[src/rtl/cdo_pkg.sv]
package cdo_pkg;

  localparam int unsigned DateW  = 11;
  localparam int unsigned OffW   = 11;
  localparam int unsigned DiffW  = 3;
  localparam int unsigned MonW   = 4;
  localparam int unsigned MdayW  = 5;
  localparam int unsigned DayW   = 12;
  localparam int unsigned WkW    = 13;
  localparam int unsigned QuoW   = 5;
  localparam int unsigned RemW   = 7;
  localparam int unsigned ProdW  = 24;

  localparam int unsigned DiffLimit  = 3;
  localparam int unsigned Recip100   = 5243;
  localparam int unsigned RecipShift = 19;
  localparam int unsigned WeekBias   = 1029;
  localparam int unsigned DaysPerWk  = 7;
  localparam int unsigned MonPerYear = 12;

  typedef enum logic {
    ModeWeekday  = 1'b0,
    ModeMonthDay = 1'b1
  } mode_e;

  typedef enum logic {
    OpAdd  = 1'b0,
    OpDiff = 1'b1
  } op_e;

  typedef struct packed {
    logic load;
    logic decode;
    logic walk;
    logic pack;
    logic count;
  } dp_cmd_t;

  typedef struct packed {
    logic month_mode;
    logic walk_done;
    logic match;
    logic at_limit;
  } dp_stat_t;

  function automatic logic [MdayW-1:0] month_days(input logic [MonW-1:0] mo);
    logic [MdayW-1:0] d;
    case (mo) inside
      4'd2:                      d = 5'd28;
      4'd4, 4'd6, 4'd9, 4'd11:   d = 5'd30;
      default:                   d = 5'd31;
    endcase
    return d;
  endfunction

endpackage

[src/rtl/cdo_datapath.sv]
module cdo_datapath (
  input  logic                                 clk_i,
  input  logic                                 rst_ni,
  input  cdo_pkg::dp_cmd_t                     cmd_i,
  output cdo_pkg::dp_stat_t                    stat_o,
  input  logic                                 cfg_we_i,
  input  logic                                 cfg_mode_i,
  input  logic                                 operation_i,
  input  logic [cdo_pkg::DateW-1:0]            first_date_i,
  input  logic [cdo_pkg::DateW-1:0]            second_date_i,
  input  logic signed [cdo_pkg::OffW-1:0]      day_offset_i,
  input  logic                                 first_is_later_i,
  output logic [cdo_pkg::DateW-1:0]            result_date_o,
  output logic signed [cdo_pkg::DiffW-1:0]     day_difference_o
);

  logic                                mode_q;
  logic                                op_q;
  logic                                later_q;
  logic [cdo_pkg::DateW-1:0]           cur_q, cur_d;
  logic [cdo_pkg::DateW-1:0]           tgt_q;
  logic signed [cdo_pkg::OffW-1:0]     off_q;
  logic [cdo_pkg::DiffW-1:0]           n_q;
  logic [cdo_pkg::MonW-1:0]            mo_q, mo_d;
  logic signed [cdo_pkg::DayW-1:0]     da_q, da_d;

  logic [cdo_pkg::WkW-1:0]             wk_sum;
  logic [cdo_pkg::MdayW-1:0]           wk_fold1;
  logic [cdo_pkg::MdayW-1:0]           wk_fold2;
  logic [2:0]                          wk_res;

  logic [cdo_pkg::ProdW-1:0]           prod;
  logic [cdo_pkg::QuoW-1:0]            quo;
  logic [cdo_pkg::DateW-1:0]           rem_full;
  logic [cdo_pkg::RemW-1:0]            rem;
  logic [cdo_pkg::QuoW-1:0]            mo_wrap;
  logic [cdo_pkg::MonW-1:0]            mo_dec;
  logic signed [cdo_pkg::DayW-1:0]     da_dec;

  logic [cdo_pkg::MdayW-1:0]           days_cur;
  logic [cdo_pkg::MdayW-1:0]           days_prev;
  logic [cdo_pkg::MonW-1:0]            mo_prev;
  logic [cdo_pkg::MonW-1:0]            mo_next;
  logic signed [cdo_pkg::DayW-1:0]     days_cur_s;
  logic signed [cdo_pkg::DayW-1:0]     days_prev_s;
  logic [cdo_pkg::DateW-1:0]           packed_date;

  // weekday: bias to non-negative, fold base-8 digits (8 = 1 mod 7)
  always_comb begin
    wk_sum   = cdo_pkg::WkW'(cur_q) + cdo_pkg::WkW'(off_q)
             + cdo_pkg::WkW'(cdo_pkg::WeekBias);
    wk_fold1 = cdo_pkg::MdayW'(wk_sum[2:0]) + cdo_pkg::MdayW'(wk_sum[5:3])
             + cdo_pkg::MdayW'(wk_sum[8:6]) + cdo_pkg::MdayW'(wk_sum[11:9])
             + cdo_pkg::MdayW'(wk_sum[12]);
    wk_fold2 = cdo_pkg::MdayW'(wk_fold1[4:3]) + cdo_pkg::MdayW'(wk_fold1[2:0]);
    if (wk_fold2 >= cdo_pkg::MdayW'(cdo_pkg::DaysPerWk)) begin
      wk_res = 3'(wk_fold2 - cdo_pkg::MdayW'(cdo_pkg::DaysPerWk));
    end else begin
      wk_res = wk_fold2[2:0];
    end
  end

  // month-day: split by 100 through a reciprocal, month modulo 12
  always_comb begin
    prod     = cdo_pkg::ProdW'(cur_q) * cdo_pkg::ProdW'(cdo_pkg::Recip100);
    quo      = prod[cdo_pkg::RecipShift +: cdo_pkg::QuoW];
    rem_full = cur_q - cdo_pkg::DateW'(cdo_pkg::DateW'(quo) * cdo_pkg::DateW'(100));
    rem      = rem_full[cdo_pkg::RemW-1:0];
    if (quo >= cdo_pkg::QuoW'(cdo_pkg::MonPerYear)) begin
      mo_wrap = quo - cdo_pkg::QuoW'(cdo_pkg::MonPerYear);
    end else begin
      mo_wrap = quo;
    end
    if (mo_wrap == '0) begin
      mo_dec = cdo_pkg::MonW'(cdo_pkg::MonPerYear);
    end else begin
      mo_dec = mo_wrap[cdo_pkg::MonW-1:0];
    end
    da_dec = $signed(cdo_pkg::DayW'(rem)) + cdo_pkg::DayW'(off_q);
  end

  always_comb begin
    days_cur    = cdo_pkg::month_days(mo_q);
    mo_prev     = (mo_q == cdo_pkg::MonW'(1)) ? cdo_pkg::MonW'(cdo_pkg::MonPerYear)
                                              : mo_q - cdo_pkg::MonW'(1);
    mo_next     = (mo_q == cdo_pkg::MonW'(cdo_pkg::MonPerYear)) ? cdo_pkg::MonW'(1)
                                                                : mo_q + cdo_pkg::MonW'(1);
    days_prev   = cdo_pkg::month_days(mo_prev);
    days_cur_s  = $signed(cdo_pkg::DayW'(days_cur));
    days_prev_s = $signed(cdo_pkg::DayW'(days_prev));
    packed_date = cdo_pkg::DateW'(cdo_pkg::DateW'(mo_q) * cdo_pkg::DateW'(100))
                + cdo_pkg::DateW'(da_q[cdo_pkg::MdayW-1:0]);
  end

  always_comb begin
    cur_d = cur_q;
    mo_d  = mo_q;
    da_d  = da_q;
    if (cmd_i.decode) begin
      if (mode_q == cdo_pkg::ModeWeekday) begin
        cur_d = cdo_pkg::DateW'(wk_res);
      end else begin
        mo_d = mo_dec;
        da_d = da_dec;
      end
    end
    if (cmd_i.walk) begin
      if (da_q < $signed(cdo_pkg::DayW'(1))) begin
        mo_d = mo_prev;
        da_d = da_q + days_prev_s;
      end else begin
        mo_d = mo_next;
        da_d = da_q - days_cur_s;
      end
    end
    if (cmd_i.pack) begin
      cur_d = packed_date;
    end
  end

  always_ff @(posedge clk_i or negedge rst_ni) begin
    if (!rst_ni) begin
      mode_q <= cdo_pkg::ModeMonthDay;
    end else if (cfg_we_i) begin
      mode_q <= cfg_mode_i;
    end
  end

  always_ff @(posedge clk_i) begin
    if (cmd_i.load) begin
      op_q    <= operation_i;
      later_q <= first_is_later_i;
      n_q     <= '0;
      if (operation_i == cdo_pkg::OpDiff) begin
        cur_q <= first_is_later_i ? second_date_i : first_date_i;
        tgt_q <= first_is_later_i ? first_date_i : second_date_i;
        off_q <= cdo_pkg::OffW'(1);
      end else begin
        cur_q <= first_date_i;
        tgt_q <= second_date_i;
        off_q <= day_offset_i;
      end
    end else begin
      cur_q <= cur_d;
      if (cmd_i.count) begin
        n_q <= n_q + cdo_pkg::DiffW'(1);
      end
    end
    mo_q <= mo_d;
    da_q <= da_d;
  end

  assign stat_o.month_mode = (mode_q == cdo_pkg::ModeMonthDay);
  assign stat_o.walk_done  = (da_q >= $signed(cdo_pkg::DayW'(1))) && (da_q <= days_cur_s);
  assign stat_o.match      = (cur_q == tgt_q);
  assign stat_o.at_limit   = (n_q == cdo_pkg::DiffW'(cdo_pkg::DiffLimit));

  assign result_date_o    = (op_q == cdo_pkg::OpDiff) ? '0 : cur_q;
  assign day_difference_o = (op_q == cdo_pkg::OpAdd) ? '0
                          : (later_q ? $signed(n_q) : -$signed(n_q));

endmodule

[src/rtl/cdo_ctrl.sv]
module cdo_ctrl (
  input  logic              clk_i,
  input  logic              rst_ni,
  input  logic              start,
  input  logic              operation_i,
  output logic              busy,
  output logic              result_valid_o,
  output cdo_pkg::dp_cmd_t  cmd_o,
  input  cdo_pkg::dp_stat_t stat_i
);

  typedef enum logic [2:0] {
    StIdle,
    StCheck,
    StDecode,
    StWalk,
    StPack,
    StDone
  } state_e;

  state_e state_q;
  logic   busy_q;
  logic   valid_q;
  logic   accept;
  logic   is_diff;

  assign accept  = start && !busy_q;
  assign busy    = busy_q;
  assign result_valid_o = valid_q;

  always_comb begin
    cmd_o = '0;
    case (state_q)
      StIdle, StDone: cmd_o.load = accept;
      StCheck:        cmd_o.count = !stat_i.match && !stat_i.at_limit;
      StDecode:       cmd_o.decode = 1'b1;
      StWalk:         cmd_o.walk = !stat_i.walk_done;
      StPack:         cmd_o.pack = 1'b1;
      default:        cmd_o = '0;
    endcase
  end

  always_ff @(posedge clk_i or negedge rst_ni) begin
    if (!rst_ni) begin
      state_q <= StIdle;
      busy_q  <= 1'b0;
      valid_q <= 1'b0;
      is_diff <= 1'b0;
    end else begin
      valid_q <= 1'b0;
      case (state_q)
        StIdle, StDone: begin
          if (accept) begin
            is_diff <= (operation_i == cdo_pkg::OpDiff);
            busy_q  <= 1'b1;
            state_q <= (operation_i == cdo_pkg::OpDiff) ? StCheck : StDecode;
          end else begin
            state_q <= StIdle;
          end
        end
        StCheck: begin
          if (stat_i.match || stat_i.at_limit) begin
            busy_q  <= 1'b0;
            valid_q <= 1'b1;
            state_q <= StDone;
          end else begin
            state_q <= StDecode;
          end
        end
        StDecode: begin
          if (stat_i.month_mode) begin
            state_q <= StWalk;
          end else if (is_diff) begin
            state_q <= StCheck;
          end else begin
            busy_q  <= 1'b0;
            valid_q <= 1'b1;
            state_q <= StDone;
          end
        end
        StWalk: begin
          if (stat_i.walk_done) begin
            state_q <= StPack;
          end
        end
        StPack: begin
          if (is_diff) begin
            state_q <= StCheck;
          end else begin
            busy_q  <= 1'b0;
            valid_q <= 1'b1;
            state_q <= StDone;
          end
        end
        default: begin
          busy_q  <= 1'b0;
          state_q <= StIdle;
        end
      endcase
    end
  end

  a_cmd_onehot: assert property (@(posedge clk_i) disable iff (!rst_ni)
    $onehot0(cmd_o))
    else $error("more than one datapath command at once");

  a_walk_needed: assert property (@(posedge clk_i) disable iff (!rst_ni)
    cmd_o.walk |-> !stat_i.walk_done)
    else $error("month walk issued on a normalized date");

  a_count_bound: assert property (@(posedge clk_i) disable iff (!rst_ni)
    cmd_o.count |-> (!stat_i.at_limit && !stat_i.match))
    else $error("difference step past limit or after match");

  a_strobe_single: assert property (@(posedge clk_i) disable iff (!rst_ni)
    result_valid_o |=> !result_valid_o)
    else $error("result strobe longer than one cycle");

  a_load_idle: assert property (@(posedge clk_i) disable iff (!rst_ni)
    cmd_o.load |-> (!busy && start))
    else $error("transaction loaded while busy");

endmodule

[src/rtl/calendar_date_offset_add.sv]
// Date offset unit on a calendar without leap years.
// Request channel: drive the request fields with start high; a transaction
// is taken at a rising edge where start is high and busy is low. One request
// is in work at a time; busy stays high until its result is out.
// Result channel: result_valid_o is high for exactly one cycle with
// result_date_o and day_difference_o; the receiver cannot hold it off, and a
// new request may be taken in that same cycle.
// Configuration channel: cfg_ready_o is always high; cfg_date_mode_i is
// written when cfg_valid_i is high. The user must write it only while no
// request is in work; the block itself does not enforce this.
// States from acceptance to the strobe cycle:
//   add, weekday mode: decode.
//   add, month-day mode: decode, month walk and pack; the walk crosses one
//   month per cycle, at most 36 for the full offset range.
//   difference: per day step (up to 3) a check, then decode (weekday) or
//   decode, walk and pack (month-day); a final check ends the work.
// The next request is taken at the edge that ends the strobe cycle.
// Reset clears the controller to idle and sets date mode to month-day.
module calendar_date_offset_add (
  input  logic                             clk_i,
  input  logic                             rst_ni,
  input  logic                             start,
  output logic                             busy,
  input  logic                             operation_i,
  input  logic [cdo_pkg::DateW-1:0]        first_date_i,
  input  logic [cdo_pkg::DateW-1:0]        second_date_i,
  input  logic signed [cdo_pkg::OffW-1:0]  day_offset_i,
  input  logic                             first_is_later_i,
  output logic                             result_valid_o,
  output logic [cdo_pkg::DateW-1:0]        result_date_o,
  output logic signed [cdo_pkg::DiffW-1:0] day_difference_o,
  input  logic                             cfg_valid_i,
  output logic                             cfg_ready_o,
  input  logic                             cfg_date_mode_i
);

  cdo_pkg::dp_cmd_t  cmd;
  cdo_pkg::dp_stat_t stat;

  assign cfg_ready_o = 1'b1;

  cdo_ctrl u_ctrl (
    .clk_i          (clk_i),
    .rst_ni         (rst_ni),
    .start          (start),
    .operation_i    (operation_i),
    .busy           (busy),
    .result_valid_o (result_valid_o),
    .cmd_o          (cmd),
    .stat_i         (stat)
  );

  cdo_datapath u_datapath (
    .clk_i            (clk_i),
    .rst_ni           (rst_ni),
    .cmd_i            (cmd),
    .stat_o           (stat),
    .cfg_we_i         (cfg_valid_i && cfg_ready_o),
    .cfg_mode_i       (cfg_date_mode_i),
    .operation_i      (operation_i),
    .first_date_i     (first_date_i),
    .second_date_i    (second_date_i),
    .day_offset_i     (day_offset_i),
    .first_is_later_i (first_is_later_i),
    .result_date_o    (result_date_o),
    .day_difference_o (day_difference_o)
  );

endmodule
[config.mk]
export PLATFORM = sky130hd
export DESIGN_NAME = calendar_date_offset_add
export DESIGN_NICKNAME = d
export VERILOG_FILES = /design/src/rtl/cdo_pkg.sv /design/src/rtl/cdo_datapath.sv /design/src/rtl/cdo_ctrl.sv /design/src/rtl/calendar_date_offset_add.sv
export SDC_FILE = /design/constraint.sdc
export NUM_CORES = 1
export LEC_CHECK = 0
export ABC_AREA = 1
export BUFFER_PORTS_ARGS = -buffer_cell sky130_fd_sc_hd__buf_2
export CAP_MARGIN = 20
export CORE_ASPECT_RATIO = 0.75
export CORE_MARGIN = 5
export CORE_UTILIZATION = 40
export DETAILED_ROUTE_END_ITERATION = 10
export GPL_TIMING_DRIVEN = 0
export PLACE_DENSITY_LB_ADDON = 0.05
export SLEW_MARGIN = 20
export SYNTH_ARGS = -nofsm -noshare
export SYNTH_HDL_FRONTEND = slang
export SYNTH_HIERARCHICAL = 1
export SYNTH_SLANG_ARGS = --single-unit
[constraint.sdc]
create_clock -name clk_i -period 8.1 [get_ports clk_i]
set_clock_uncertainty 0.15 [all_clocks]
set_input_delay 0 -clock clk_i [delete_from_list [all_inputs] [get_ports clk_i]]
set_output_delay 0 -clock clk_i [all_outputs]
set_load 0.01 [all_outputs]
==> run summary <==
The flow ran to the end, and the final reports show no timing, DRC or antenna violations. The register bit total from synthesis is between 60 and 70. The max-slew headroom at the worst pin came out at 53.5%.

Clock tree synthesis selected as its root buffer the cell sky130_fd_sc_hd__clkbuf_16. The height of the die is 137 um. Summing all flip-flop and latch instances after layout gives roughly 0.0018 sq mm.

The clock latency of the later-clocked register in the worst-skew pair is ~330 ps. In the post-synthesis netlist, the cell with the most instances is sky130_fd_sc_hd__inv_1. The initialized floorplan defines 46 standard-cell rows. The number of antenna diodes in the final layout is 0. The worst hold path class is input port to flop. The number of pins exceeding their max-slew limit in the final report came out at 0. The clock net in this run drives a total of between 60 and 70 sinks.

The maximum count of clock buffers along a single path is 2. The count of endpoints failing hold in the final timing report came out at 0. The die extent in x came out at 179 um. The number of remaining DRC errors came out at 0. By area the synthesized netlist is led by sky130_fd_sc_hd__ha_1, sky130_fd_sc_hd__edfxtp_1, sky130_fd_sc_hd__fa_1, sky130_fd_sc_hd__inv_1, sky130_fd_sc_hd__nand2_1.

The die covers 0.0246 sq mm. The all-layer global routing usage came out at between 10% and 20%. The via count of the routed design came out at 7406. The highest fanout seen on the critical path came out at 6. The total detailed-routing wirelength is about 24000 um. STA classifies the critical path endpoint as a flop. The number of I/O pins is 57. The detailed-route vias per instance is 4.77. The critical path in this run is classified as flop to flop. After synthesis, the most frequently instantiated cells are sky130_fd_sc_hd__inv_1, sky130_fd_sc_hd__nand2_1, sky130_fd_sc_hd__ha_1. The count of fill cells added during filler insertion is roughly 2200. At the end of routability-driven placement, the weighted congestion stood at 0.917.

The multi-input combinational cells in the finished layout cover a total of approximately 0.0058 sq mm. The length of the first detailed-routing pass in iterations is 5. The transition time at the pin with the least slew margin came out at between 600 and 700 ps. The largest net degree at the start of global routing is 18. The highest clock rate came out at 132 MHz. Setup repair after global routing left no endpoint under its margin. The CTS buffer count is 9. The shortest period the worst path allows came out at roughly 7600 ps.

After clock tree synthesis, the clock-pin slew on the worst setup and hold paths is around 60 ps. The count of warnings emitted by yosys came out at 6. The number of synthesized flops with an enable pin came out at 51.

The routed length per placed instance came out at ~16 um. The wire length of the first global-routing pass is 38400 um. Data on the critical path arrives at its endpoint at approximately 7500 ps.

The post-synthesis to final-layout area growth is 17.2%. The effective utilization at floorplan came out at between 40% and 50%. In the synthesized netlist the async set-or-reset flop fraction comes to a little under an eighth.

The maximum single-stage delay on the critical path is roughly 670 ps. The startpoint type of the worst setup path is a flop. The cell area after technology mapping is about 0.0086 sq mm.

The H-tree was split into 3 levels. The number of buffer cells added on primary ports came out at 55. The proportion of layout cells with a drive suffix above 1 is under 10%. In this design, the critical path's most frequently occurring cell is sky130_fd_sc_hd__nand2_1. A synthesized cell averages about 7.5 sq um. The number of global-route vias before repair is between 6000 and 7000. Summing the sequential cell areas from Yosys gives between 20% and 30% of the chip area.

The worst path uses 93.3% of the clock period. The final global-route overflow total came out at 0. The tool flagged a number of max-cap violations equal to 0. The dominant cell type by area after synthesis is sky130_fd_sc_hd__ha_1. The slowest cell on the critical path is sky130_fd_sc_hd__edfxtp_1. The number of violations reported at the end of detailed-routing iteration 0 came out at roughly 460.

The count of final setup violators came out at 0. TritonCTS built the clock tree. The area share of the leading cell type in the synthesized netlist is 21.1%. The post-synthesis net count is 1382.

The required time reported for the critical path endpoint is ~8000 ps. The core outline area came out at 0.0212 sq mm. The final net count is 1500.

The post-detailed-route count of antenna-violating nets came out at 0. The HPWL reported at the end of detailed placement came out at 20100 um. The number of distinct library cells after synthesis is 45. For the final routed database, the setup TNS stands at 0 ps. Synthesis produced a netlist whose cell count is about 1100. The number of antenna violations at the first check in global routing is 0. In the synthesized netlist the dominant register cell turns out to be sky130_fd_sc_hd__edfxtp_1.
## per-stage QoR
stage / instance area [sq um] / std cells / util [%] / setup WS, ps / hold slack, ps
after floorplan: 8620 / 1143 / - / 1630 / -446
final: 10100 / 1554 / 47.7 / 542 / 28.4
after CTS: 10100 / 1552 / 47.6 / 454 / 14.7
after detailed placement: 9310 / 1489 / 44.0 / 474 / -305
after global routing: 10100 / 1554 / 47.7 / 56.0 / 25.1
after global placement: 9250 / 1486 / 43.7 / 461 / -304
## logic make-up after synthesis
family,synth area share [%]
DFF,20.5
and+or+nand+nor,20.7
AOI/OAI and AO/OA,10.0
buffers and inverters,11.7
xor gates and xnor gates,3.35
other,0.0435
adders and majority gates,33.6
## flip-flops by register name, summed over array words and instances, names as in the netlist, 3 cells and up
name and cells:
u_datapath/da_q 12, u_datapath/cur_q 11, u_datapath/off_q 11, u_datapath/tgt_q 11
u_datapath/mo_q 4, u_ctrl/state_q 3, u_datapath/n_q 3
## per-layer routing
metal,part of all wire (%),GRT usage (%),up-vias
li1,-,-,3881
met1,56,32.7,3327
met2,38,27.7,194
met3,6.2,3.43,4
met4,0.25,1.90,0
met5,0,0,-
## cells in the final DEF (no fill, tap or decap), types with 3 or more instances in the layout
master / instances
sky130_fd_sc_hd__inv_6: 3
sky130_fd_sc_hd__buf_4: 6
sky130_fd_sc_hd__clkbuf_1: 9
sky130_fd_sc_hd__edfxtp_1: 51
sky130_fd_sc_hd__nand2_2: 4
sky130_fd_sc_hd__a21oi_1: 46
sky130_fd_sc_hd__buf_2: 57
sky130_fd_sc_hd__xor2_1: 18
sky130_fd_sc_hd__dfrtp_1: 6
sky130_fd_sc_hd__nor3_1: 4
sky130_fd_sc_hd__inv_1: 252
sky130_fd_sc_hd__o221ai_1: 3
sky130_fd_sc_hd__dfxtp_1: 3
sky130_fd_sc_hd__and2_1: 5
sky130_fd_sc_hd__or2_2: 6
sky130_fd_sc_hd__clkbuf_16: 9
sky130_fd_sc_hd__nor2_2: 8
sky130_fd_sc_hd__fa_1: 54
sky130_fd_sc_hd__nand3_1: 42
sky130_fd_sc_hd__o22ai_1: 8
sky130_fd_sc_hd__a31oi_1: 6
sky130_fd_sc_hd__ha_1: 145
sky130_fd_sc_hd__xnor2_1: 15
sky130_fd_sc_hd__nand4_1: 9
sky130_fd_sc_hd__dlygate4sd3_1: 47
sky130_fd_sc_hd__o21bai_1: 4
sky130_fd_sc_hd__nand2_1: 239
sky130_fd_sc_hd__o21ai_1: 6
sky130_fd_sc_hd__nor2_1: 98
sky130_fd_sc_hd__o21ai_0: 68
sky130_fd_sc_hd__nand3b_1: 4
## repair_timing
action / 4_1_cts / 5_1_grt
endpoints found under the setup margin: 0 / 1
buffers inserted: 0 / 2
gates resized for setup: 0 / 0
hold buffers: 47 / 0
endpoints found under the hold margin: 47 / 0
## cell type report
class	count	area share, %
plain buffers	14	0.656
clock inverters	7	0.805
clock buffers	9	2.23
repair buffers	107	8.02
multi-input cells	816	57.9
inverters	252	9.36
flip-flops and latches	61	17.5
well taps	288	3.57
## worst paths after layout
kind	startpoint	end	slack, ps	cells past startpoint
worst max-delay path	u_datapath/cur_q[7]	u_datapath/da_q[10]	540	33
worst max register to register	u_datapath/cur_q[7]	u_datapath/da_q[10]	540	33
min in group asynchronous	rst_ni	u_datapath/mode_q	540	3
worst min-delay path	first_date_i[8]	u_datapath/tgt_q[8]	30	3
max in group asynchronous	rst_ni	u_ctrl/is_diff	6540	4
worst min register to register	u_datapath/n_q[2]	u_datapath/n_q[2]	420	2
## worst max-delay path, delay by kind of cell (launching register included)
kind            cells  cell delay, ps
fa+ha+maj           9            3600
simple gates       12            1180
compound gates      5             930
flops               1             670
buf+inv             6             650
xor+xnor            1             160
Power is left out: the tool's default activity adds up to more than one toggle a clock period on the data nets, which glitch-free logic cannot reach.
